## src/sbo_pkg.sv

```systemverilog
// ----------------------------------------------------------------------------
// sbo_pkg: shared definitions for the swept box overlap test
// Holds the fixed Q16.16 word sizes, the saturation limits, and the command
// and status groups that pass between the controller and the datapath.
// ----------------------------------------------------------------------------
package sbo_pkg;

    localparam int Q_W   = 32;               // width of one Q-format word
    localparam int DT_W  = 31;               // width of the frame time
    localparam int CNT_W = $clog2(Q_W);      // divide step counter width

    localparam logic signed [Q_W-1:0] Q_MAX = {1'b0, {(Q_W-1){1'b1}}};
    localparam logic signed [Q_W-1:0] Q_MIN = {1'b1, {(Q_W-1){1'b0}}};

    // Commands from the controller to the datapath.
    typedef struct packed {
        logic capture;    // register the incoming request
        logic prep;       // classify the axis and form the divide operands
        logic div_init;   // load both dividers
        logic div_step;   // one quotient bit in both dividers
        logic fold;       // merge this axis into the running times
    } t_sbo_cmd;

    // Status from the datapath to the controller.
    typedef struct packed {
        logic need_div;   // this axis needs the quotients
        logic last;       // this axis closes the pair test
        logic out_free;   // the result register can take a new result
    } t_sbo_stat;

endpackage

```

## src/sbo_divider.sv

```systemverilog
// ----------------------------------------------------------------------------
// sbo_divider: serial fixed-point divider with saturation
// Restoring divider that produces one quotient bit per step. The magnitude of
// the numerator is scaled by 2^FRAC_BITS, and the signed result saturates to
// the Q-format range.
// ----------------------------------------------------------------------------
module sbo_divider #(
    parameter int FRAC_BITS = 16
) (
    input  logic                               i_clk,
    input  logic                               i_init,
    input  logic                               i_step,
    input  logic [sbo_pkg::Q_W-1:0]            i_num_mag,
    input  logic [sbo_pkg::Q_W-1:0]            i_den_mag,
    input  logic                               i_neg,
    output logic signed [sbo_pkg::Q_W-1:0]     o_quot
);
    import sbo_pkg::*;

    localparam int SH = Q_W - FRAC_BITS;

    logic [Q_W-1:0] r_rem;
    logic [Q_W-1:0] r_q;
    logic [Q_W-1:0] r_den;
    logic           r_ovf;
    logic           r_neg;

    logic [Q_W-1:0] hi;
    logic [Q_W:0]   trial;
    logic [Q_W:0]   diff;

    // The scaled numerator is split into the part above the quotient window,
    // which seeds the remainder, and the low word shifted in bit by bit.
    assign hi    = i_num_mag >> SH;
    assign trial = {r_rem, r_q[Q_W-1]};
    assign diff  = trial - {1'b0, r_den};

    always_ff @(posedge i_clk) begin
        if (i_init) begin
            r_rem <= hi;
            r_q   <= i_num_mag << FRAC_BITS;
            r_den <= i_den_mag;
            r_ovf <= (hi >= i_den_mag);
            r_neg <= i_neg;
        end else if (i_step) begin
            if (!diff[Q_W]) begin
                r_rem <= diff[Q_W-1:0];
                r_q   <= {r_q[Q_W-2:0], 1'b1};
            end else begin
                r_rem <= trial[Q_W-1:0];
                r_q   <= {r_q[Q_W-2:0], 1'b0};
            end
        end
    end

    always_comb begin
        if (r_ovf) begin
            o_quot = r_neg ? Q_MIN : Q_MAX;
        end else if (r_neg) begin
            o_quot = r_q[Q_W-1] ? Q_MIN : -r_q;
        end else begin
            o_quot = r_q[Q_W-1] ? Q_MAX : r_q;
        end
    end

endmodule

```

## src/sbo_datapath.sv

```systemverilog
// ----------------------------------------------------------------------------
// sbo_datapath: operand registers, dividers and running times
// Classifies one axis, forms the two divide operands, runs the dividers,
// folds the axis times into the running start and end, and holds the result.
// ----------------------------------------------------------------------------
module sbo_datapath #(
    parameter int FRAC_BITS = 16
) (
    input  logic                               i_clk,
    input  logic                               i_rst_n,
    input  sbo_pkg::t_sbo_cmd                  i_cmd,
    output sbo_pkg::t_sbo_stat                 o_stat,
    input  logic signed [sbo_pkg::Q_W-1:0]     i_a_min,
    input  logic signed [sbo_pkg::Q_W-1:0]     i_a_max,
    input  logic signed [sbo_pkg::Q_W-1:0]     i_b_min,
    input  logic signed [sbo_pkg::Q_W-1:0]     i_b_max,
    input  logic signed [sbo_pkg::Q_W-1:0]     i_rel_velocity,
    input  logic [sbo_pkg::DT_W-1:0]           i_delta_t,
    input  logic                               i_last_axis,
    input  logic                               i_stall,
    output logic                               o_valid,
    output logic                               o_hit,
    output logic signed [sbo_pkg::Q_W-1:0]     o_overlap_start,
    output logic signed [sbo_pkg::Q_W-1:0]     o_overlap_end
);
    import sbo_pkg::*;

    typedef enum logic [1:0] {
        CASE_MID,
        CASE_RIGHT,
        CASE_LEFT
    } t_sbo_case;

    // Captured request.
    logic signed [Q_W-1:0] r_a_min, r_a_max, r_b_min, r_b_max, r_v;
    logic [DT_W-1:0]       r_dt;
    logic                  r_last;

    // Prepared operands.
    t_sbo_case             r_case;
    logic [Q_W-1:0]        r_num_s, r_num_e, r_den;
    logic                  r_neg_s, r_neg_e;
    logic                  r_need;
    logic signed [Q_W-1:0] r_never;

    // Running times and result register.
    logic signed [Q_W-1:0] r_run_start, r_run_end;
    logic                  r_out_valid;
    logic                  r_out_hit;
    logic signed [Q_W-1:0] r_out_start, r_out_end;

    logic signed [Q_W:0]   da, db, sel_s, sel_e;
    logic                  is_right, is_left, v_neg, v_zero;
    logic [Q_W:0]          mag_s, mag_e;
    logic [Q_W-1:0]        den_mag;
    logic [Q_W-1:0]        never_sum;
    t_sbo_case             case_now;
    logic                  need_now;
    logic signed [Q_W-1:0] quot_s, quot_e, ax_s, ax_e, new_start, new_end;
    logic                  out_free;

    // Classification and operand selection.
    always_comb begin
        da       = {r_a_max[Q_W-1], r_a_max} - {r_b_min[Q_W-1], r_b_min};
        db       = {r_a_min[Q_W-1], r_a_min} - {r_b_max[Q_W-1], r_b_max};
        is_right = (r_b_min > r_a_max);
        is_left  = (r_b_max < r_a_min);
        v_neg    = r_v[Q_W-1];
        v_zero   = (r_v == '0);
        if (is_right) begin
            case_now = CASE_RIGHT;
            need_now = v_neg;
            sel_s    = da;
            sel_e    = db;
        end else if (is_left) begin
            case_now = CASE_LEFT;
            need_now = !v_neg && !v_zero;
            sel_s    = db;
            sel_e    = da;
        end else begin
            case_now = CASE_MID;
            need_now = !v_zero;
            sel_s    = db;
            sel_e    = v_neg ? db : da;
        end
        mag_s     = sel_s[Q_W] ? -sel_s : sel_s;
        mag_e     = sel_e[Q_W] ? -sel_e : sel_e;
        den_mag   = v_neg ? -r_v : r_v;
        never_sum = {1'b0, r_dt} + (Q_W'(1) << FRAC_BITS);
    end

    always_ff @(posedge i_clk) begin
        if (i_cmd.capture) begin
            r_a_min <= i_a_min;
            r_a_max <= i_a_max;
            r_b_min <= i_b_min;
            r_b_max <= i_b_max;
            r_v     <= i_rel_velocity;
            r_dt    <= i_delta_t;
            r_last  <= i_last_axis;
        end
        if (i_cmd.prep) begin
            r_case  <= case_now;
            r_need  <= need_now;
            r_num_s <= mag_s[Q_W-1:0];
            r_num_e <= mag_e[Q_W-1:0];
            r_neg_s <= sel_s[Q_W] ^ v_neg;
            r_neg_e <= sel_e[Q_W] ^ v_neg;
            r_den   <= den_mag;
            r_never <= never_sum[Q_W-1] ? Q_MAX : never_sum;
        end
    end

    sbo_divider #(
        .FRAC_BITS (FRAC_BITS)
    ) u_div_start (
        .i_clk     (i_clk),
        .i_init    (i_cmd.div_init),
        .i_step    (i_cmd.div_step),
        .i_num_mag (r_num_s),
        .i_den_mag (r_den),
        .i_neg     (r_neg_s),
        .o_quot    (quot_s)
    );

    sbo_divider #(
        .FRAC_BITS (FRAC_BITS)
    ) u_div_end (
        .i_clk     (i_clk),
        .i_init    (i_cmd.div_init),
        .i_step    (i_cmd.div_step),
        .i_num_mag (r_num_e),
        .i_den_mag (r_den),
        .i_neg     (r_neg_e),
        .o_quot    (quot_e)
    );

    // Axis times and the merge into the running window.
    always_comb begin
        ax_e = r_need ? quot_e : r_never;
        if (r_case == CASE_MID) begin
            ax_s = '0;
        end else begin
            ax_s = r_need ? quot_s : r_never;
        end
        new_start = (ax_s > r_run_start) ? ax_s : r_run_start;
        new_end   = (ax_e < r_run_end) ? ax_e : r_run_end;
        out_free  = !r_out_valid || !i_stall;
    end

    always_ff @(posedge i_clk) begin
        if (!i_rst_n) begin
            r_run_start <= Q_MIN;
            r_run_end   <= Q_MAX;
            r_out_valid <= 1'b0;
        end else begin
            if (r_out_valid && !i_stall) begin
                r_out_valid <= 1'b0;
            end
            if (i_cmd.fold) begin
                if (r_last) begin
                    r_run_start <= Q_MIN;
                    r_run_end   <= Q_MAX;
                    r_out_valid <= 1'b1;
                end else begin
                    r_run_start <= new_start;
                    r_run_end   <= new_end;
                end
            end
        end
    end

    always_ff @(posedge i_clk) begin
        if (i_cmd.fold && r_last) begin
            r_out_start <= new_start;
            r_out_end   <= new_end;
            r_out_hit   <= (new_start < $signed({1'b0, r_dt})) && (new_end > 0);
        end
    end

    assign o_stat.need_div = r_need;
    assign o_stat.last     = r_last;
    assign o_stat.out_free = out_free;

    assign o_valid         = r_out_valid;
    assign o_hit           = r_out_hit;
    assign o_overlap_start = r_out_start;
    assign o_overlap_end   = r_out_end;

    a_result_follows_close: assert property (@(posedge i_clk) disable iff (!i_rst_n)
        (i_cmd.fold && r_last) |=> r_out_valid)
        else $error("closing axis did not post a result");

    a_window_cleared: assert property (@(posedge i_clk) disable iff (!i_rst_n)
        (i_cmd.fold && r_last) |=> (r_run_start == Q_MIN && r_run_end == Q_MAX))
        else $error("running window not cleared after the closing axis");

endmodule

```

## src/sbo_ctrl.sv

```systemverilog
// ----------------------------------------------------------------------------
// sbo_ctrl: sequencing for the swept box overlap test
// Steps one request through capture, operand setup, the serial divide (when
// needed) and the merge; a last-axis merge waits while the held result is stalled.
// ----------------------------------------------------------------------------
module sbo_ctrl (
    input  logic               i_clk,
    input  logic               i_rst_n,
    input  logic               i_valid,
    input  sbo_pkg::t_sbo_stat i_stat,
    output logic               o_stall,
    output sbo_pkg::t_sbo_cmd  o_cmd
);
    import sbo_pkg::*;

    typedef enum logic [4:0] {
        S_IDLE = 5'b00001,
        S_PREP = 5'b00010,
        S_INIT = 5'b00100,
        S_DIV  = 5'b01000,
        S_FOLD = 5'b10000
    } t_sbo_state;

    localparam logic [CNT_W-1:0] CNT_LAST = CNT_W'(Q_W - 1);

    t_sbo_state       r_state, n_state;
    logic [CNT_W-1:0] r_cnt, n_cnt;

    always_comb begin
        n_state = r_state;
        n_cnt   = r_cnt;
        o_cmd   = '0;
        unique case (r_state)
            S_IDLE: begin
                if (i_valid) begin
                    o_cmd.capture = 1'b1;
                    n_state       = S_PREP;
                end
            end
            S_PREP: begin
                o_cmd.prep = 1'b1;
                n_state    = S_INIT;
            end
            S_INIT: begin
                o_cmd.div_init = 1'b1;
                n_cnt          = '0;
                n_state        = i_stat.need_div ? S_DIV : S_FOLD;
            end
            S_DIV: begin
                o_cmd.div_step = 1'b1;
                if (r_cnt == CNT_LAST) begin
                    n_state = S_FOLD;
                end else begin
                    n_cnt = r_cnt + 1'b1;
                end
            end
            S_FOLD: begin
                if (!i_stat.last || i_stat.out_free) begin
                    o_cmd.fold = 1'b1;
                    n_state    = S_IDLE;
                end
            end
            default: begin
                n_state = S_IDLE;
            end
        endcase
    end

    always_ff @(posedge i_clk) begin
        if (!i_rst_n) begin
            r_state <= S_IDLE;
            r_cnt   <= '0;
        end else begin
            r_state <= n_state;
            r_cnt   <= n_cnt;
        end
    end

    assign o_stall = (r_state != S_IDLE);

    a_close_needs_room: assert property (@(posedge i_clk) disable iff (!i_rst_n)
        (o_cmd.fold && i_stat.last) |-> i_stat.out_free)
        else $error("result posted while the result register was occupied");

    a_divide_length: assert property (@(posedge i_clk) disable iff (!i_rst_n)
        (r_state == S_DIV && r_cnt == CNT_LAST) |=> (r_state == S_FOLD))
        else $error("divide did not end after the full quotient");

    a_init_step_apart: assert property (@(posedge i_clk) disable iff (!i_rst_n)
        !(o_cmd.div_init && o_cmd.div_step))
        else $error("divider loaded and stepped in the same cycle");

endmodule

```

## src/swept_box_overlap_test_core.sv

```systemverilog
// ----------------------------------------------------------------------------
// swept_box_overlap_test_core: swept axis-aligned box overlap test
// Takes one axis of a two-box test per request, computes when the boxes
// start and stop overlapping on that axis, and keeps the tightest window.
// The request marked as the last axis produces the hit decision.
// ----------------------------------------------------------------------------
//
//  Channel   Direction  Handshake            Payload
//  input     in         i_valid / o_stall    a_min, a_max, b_min, b_max,
//                                            rel_velocity, delta_t, last_axis
//  result    out        o_valid / i_stall    hit, overlap_start, overlap_end
//
// A request that needs the quotients passes from acceptance to the next
// acceptance through capture, operand setup, divider load, 32 divide steps that
// each produce one quotient bit in both serial dividers, and the merge.
// A request whose axis needs no division skips the divide steps.
// The synchronous active-low reset clears the sequencer, the result valid and
// the running window (start at the most negative value, end at the most
// positive). A result waits in its own register; the next request is still
// taken, and only the merge of a last axis holds while it is full and stalled.
// ----------------------------------------------------------------------------
module swept_box_overlap_test_core #(
    parameter int FRAC_BITS = 16
) (
    input  logic                               i_clk,
    input  logic                               i_rst_n,
    // Request channel.
    input  logic                               i_valid,
    output logic                               o_stall,
    input  logic signed [sbo_pkg::Q_W-1:0]     i_a_min,
    input  logic signed [sbo_pkg::Q_W-1:0]     i_a_max,
    input  logic signed [sbo_pkg::Q_W-1:0]     i_b_min,
    input  logic signed [sbo_pkg::Q_W-1:0]     i_b_max,
    input  logic signed [sbo_pkg::Q_W-1:0]     i_rel_velocity,
    input  logic [sbo_pkg::DT_W-1:0]           i_delta_t,
    input  logic                               i_last_axis,
    // Result channel.
    output logic                               o_valid,
    input  logic                               i_stall,
    output logic                               o_hit,
    output logic signed [sbo_pkg::Q_W-1:0]     o_overlap_start,
    output logic signed [sbo_pkg::Q_W-1:0]     o_overlap_end
);
    import sbo_pkg::*;

    // The controller and the datapath talk only through these two groups.
    t_sbo_cmd  cmd;
    t_sbo_stat stat;

    // The sequencer accepts a request only when idle and walks it through
    // setup, the divide and the merge.
    sbo_ctrl u_ctrl (
        .i_clk   (i_clk),
        .i_rst_n (i_rst_n),
        .i_valid (i_valid),
        .i_stat  (stat),
        .o_stall (o_stall),
        .o_cmd   (cmd)
    );

    // The datapath holds the request, both dividers, the running window and
    // the result register that parts the result channel from the work.
    sbo_datapath #(
        .FRAC_BITS (FRAC_BITS)
    ) u_datapath (
        .i_clk           (i_clk),
        .i_rst_n         (i_rst_n),
        .i_cmd           (cmd),
        .o_stat          (stat),
        .i_a_min         (i_a_min),
        .i_a_max         (i_a_max),
        .i_b_min         (i_b_min),
        .i_b_max         (i_b_max),
        .i_rel_velocity  (i_rel_velocity),
        .i_delta_t       (i_delta_t),
        .i_last_axis     (i_last_axis),
        .i_stall         (i_stall),
        .o_valid         (o_valid),
        .o_hit           (o_hit),
        .o_overlap_start (o_overlap_start),
        .o_overlap_end   (o_overlap_end)
    );

endmodule

```

## config.mk

```make
export PLATFORM = sky130hd
export DESIGN_NAME = swept_box_overlap_test_core
export DESIGN_NICKNAME = d
export VERILOG_FILES = /design/src/sbo_pkg.sv /design/src/sbo_divider.sv /design/src/sbo_datapath.sv /design/src/sbo_ctrl.sv /design/src/swept_box_overlap_test_core.sv
export SDC_FILE = /design/constraint.sdc
export NUM_CORES = 1
export LEC_CHECK = 0
export BUFFER_PORTS_ARGS = -buffer_cell sky130_fd_sc_hd__buf_2
export CAP_MARGIN = 20
export CORE_MARGIN = 4
export CORE_UTILIZATION = 40
export CTS_CLUSTER_SIZE = 12
export DETAILED_ROUTE_END_ITERATION = 16
export SYNTH_ARGS = -nofsm -noshare
export SYNTH_HDL_FRONTEND = slang
export SYNTH_HIERARCHICAL = 1
export SYNTH_SLANG_ARGS = --single-unit
```

## constraint.sdc

```tcl
create_clock -name i_clk -period 27.9 [get_ports i_clk]
set_clock_uncertainty 0.1 [all_clocks]
set_input_delay 4.185 -clock i_clk [delete_from_list [all_inputs] [get_ports i_clk]]
set_output_delay 4.185 -clock i_clk [all_outputs]
set_load 0.01 [all_outputs]
```

==> impl_metrics.json <==
{
  "seq_area_frac_synth_pct": 45.6,
  "layout.filler_cells": 9515,
  "post_cts_resize_count": 0,
  "avgSynthCellArea_um2": 10.1,
  "cp.required_ns": 28.19,
  "finish.instance_area_um2": 45500,
  "total_leakage_power_uw": 0.0185,
  "first_pass_iters": 7,
  "dieWidth_um": 326,
  "arrival_time_worst_endpoint_ns": 7.77,
  "path_clk_slew_ns": 0.06,
  "grt_first_pass_wirelength_um": 166000,
  "number_of_global_route_vias_before_repair": 29800,
  "postSynthNetCount": 4472,
  "report.final.slew_viol_count": 0,
  "synth.yosys.warnings": 6,
  "p_int_uw": 1960,
  "hold_fails_final_rpt": 0,
  "synth-edff-count": 521,
  "clkLatencyLatePin_ns": 0.67,
  "drt_iter0_drc": 2191,
  "syn_area_um2": 40400,
  "power.density_nw_per_um2": 60.7,
  "detailed_place.area_um2": 43000,
  "post_cts.repair.setup_buffers": 0,
  "unrepaired_setup_endpoints_after_global_routing": "no",
  "place_worst_setup_slack_ns": 20.16,
  "outcome": "completed",
  "floorplan.initialDensity_pct": 40.3,
  "min_period_over_period_pct": 26.8,
  "numCtsBuffers": 77,
  "route.vias.total": 30700,
  "slew_headroom_pct": 21.7,
  "drive_above_1_share_pct": 13.6,
  "holdCritPathClass": "reg -> reg",
  "p_comb_share_pct": 21.3,
  "core_region_area_um2": 100000,
  "max-cap-violations": 0,
  "ys_types": 121,
  "grtUsageTotal_pct": 19.5,
  "detail_route.wirelength_um": 106000,
  "postLayoutSetupSlackWorst_ns": 20.42,
  "die_area_um2": 106000,
  "post_synth_inst_count": 4011,
  "yosys_most_used_dff": "edfxtp_1",
  "worst_path_largest_cell_delay_ns": 0.58,
  "worstSetupPathType": "reg -> reg",
  "cts_max_level": 3,
  "switching_power_uw": 805,
  "drt-vias-per-instance": 5.49,
  "tns_ns": 0,
  "crit_path_start_kind": "flip-flop",
  "top_level_ports": 263,
  "total_power_uw": 2770,
  "p_clk_share_pct": 37.1,
  "timing_worst_slew_pin_value_ns": 1.15,
  "synth-seq-cells": 660,
  "final_nets": 4686,
  "maximum_number_of_pins_on_one_net_before_global_route_repair": 91,
  "die_height_um": 326,
  "switching_share_pct": 29.1,
  "grt_overflow": 0,
  "critical_path.slowest_cell": "or4_1",
  "remaining_drc_errors": 0,
  "cts_sinks": 660,
  "clock-root-buffer": "clkbuf_16",
  "share_seq_of_total_power_pct": 41.6,
  "cts.hold.buffers_added": 0,
  "hpwlAfterDp_um": 79400,
  "final_weighted_congestion_of_routability_driven_global_placement": 0.907,
  "ir_worst_vdd_uv": 57.3,
  "endpoint_class_of_the_critical_path": "flip-flop",
  "setup_viol": 0,
  "rows": 116,
  "area_growth_syn_to_layout_pct": 12.8,
  "cp_max_fanout": 31,
  "async_reset_ff_share_pct": 0,
  "max_freq_ghz": 0.134,
  "diodes": 0,
  "port_buffers": 262,
  "antenna_violations_before_repair": 0,
  "clock_tree.buffer_depth": 3,
  "final_antenna_net_count": 0,
  "final_period_minus_worst_setup_slack_ns": 7.48,
  "wl_cell_um": 19.1,
  "cts_tree": "done"
}
==> state kept, by name (all words and copies together), names as in the netlist, 31 cells and up <==
register and count:
u_datapath/u_div_end/r_rem 32, u_datapath/r_num_e 32, u_datapath/r_v 32, u_datapath/o_overlap_start 32, u_datapath/r_run_end 32, u_datapath/r_a_max 32
u_datapath/r_dt 31, u_datapath/r_b_max 32, u_datapath/r_num_s 32, u_datapath/u_div_start/r_q 32, u_datapath/u_div_start/r_den 32, u_datapath/r_run_start 32
u_datapath/u_div_start/r_rem 32, u_datapath/r_never 31, u_datapath/r_a_min 32, u_datapath/o_overlap_end 32, u_datapath/r_den 32, u_datapath/u_div_end/r_q 32
u_datapath/u_div_end/r_den 32, u_datapath/r_b_min 32
==> cell families (layout without fill, tap and decap cells) <==
logic type / Yosys count / in the layout / share of synthesized area, %
AOI/OAI and AO/OA: 1009 / 1009 / 17.3
xor gates and xnor gates: 223 / 223 / 4.86
adders and majority gates: 265 / 265 / 8.29
buffers and inverters: 482 / 754 / 4.67
DFF: 660 / 660 / 45.6
muxes: 184 / 184 / 4.79
and+or+nand+nor: 1188 / 1188 / 14.5
==> per-layer routing <==
layer  GRT usage (%)  up-vias  wire, µm  part of all wire (%)
met2            33.2      677     51000                    48
met1            26.2    14700     48700                    46
met5               0        -         0                     0
li1                -    15200         -                     -
met4            5.35        0      2460                   2.3
met3            2.34      135      4390                   4.1
==> power groups by stage <==
| stage | Clock (µW) | Sequential [µW] | Combinational, µW |
|---|---|---|---|
| 2_1_floorplan | 0 | 1170 | 435 |
| 3_3_place_gp | 0 | 1170 | 578 |
| 3_5_place_dp | 0 | 1170 | 584 |
| 4_1_cts | 1060 | 1150 | 587 |
| 5_1_grt | 1100 | 1150 | 648 |
| 6_report | 1030 | 1150 | 588 |
==> critical path, delay by kind of cell (launching register included) <==
family | cells | cell delay [ns]
and+or+nand+nor | 13 | 3.29
AOI/OAI and AO/OA | 8 | 1.93
adders and majority gates | 3 | 0.67
buffers and inverters | 2 | 0.38
muxes | 1 | 0.36
DFF | 1 | 0.35
xor gates and xnor gates | 1 | 0.16
==> per-stage QoR <==
| step | utilization (%) | cells | hold slack, ns |
|---|---|---|---|
| after floorplan | - | 4011 | 0.300 |
| after global placement | 42.9 | 5444 | 0.304 |
| after detailed placement | 42.9 | 5444 | 0.309 |
| after CTS | 45.5 | 5581 | 0.322 |
| after global routing | 45.5 | 5581 | 0.341 |
| final | 45.5 | 5581 | 0.319 |
==> cells in the mapped netlist (all sizes together) (41+ instances only) <==
library cell,n,area [µm²]
edfxtp,521,15600
nand2,414,1550
inv,316,1190
nor2,268,1010
ha,261,3270
a21oi,255,1310
o21ai,203,1030
dfxtp,139,2780
xnor2,136,1190
clkbuf,127,478
mux2i,110,1100
a21o,96,721
xor2,87,769
mux2,74,833
nand2b,66,413
nor2b,64,400
nand4,57,363
nor3,56,285
nand3,46,245
or3,44,305
o2111ai,42,392
a31oi,41,257
==> placed cells by master (no fill, tap or decap), types with 38 or more instances in the layout <==
cell       count
a21o_1        96
a21oi_1      249
a31oi_1       41
buf_2        262
buf_4         39
clkbuf_16     80
dfxtp_1      139
edfxtp_1     521
ha_1         261
inv_1        313
mux2_2        74
mux2i_1      109
nand2_1      414
nand2b_1      66
nand3_1       43
nand4_1       56
nor2_1       265
nor2b_1       61
nor3_1        54
o2111ai_1     40
o21ai_0      190
or3_1         38
xnor2_1      135
xor2_1        86
==> final cells by class <==
type	count	area, µm²	area share, %
clock buffer	102	2100	4.62
clock inverter	35	463	1.02
sequential	660	18400	40.5
multi-input combinational	2869	20100	44.2
tap	1298	1620	3.57
timing repair buffer	301	1600	3.52
inverter	316	1190	2.60
==> final timing paths <==
kind	cells past startpoint	slack (ns)	end	from
max	28	20.42	u_datapath/o_hit	u_datapath/u_div_start/r_q[0]
min	0	0.32	u_datapath/u_div_end/r_neg	u_datapath/r_neg_e
max reg2reg	28	20.42	u_datapath/o_hit	u_datapath/u_div_start/r_q[0]
min reg2reg	0	0.32	u_datapath/u_div_end/r_neg	u_datapath/r_neg_e
Power figures use the tool's default switching activity.
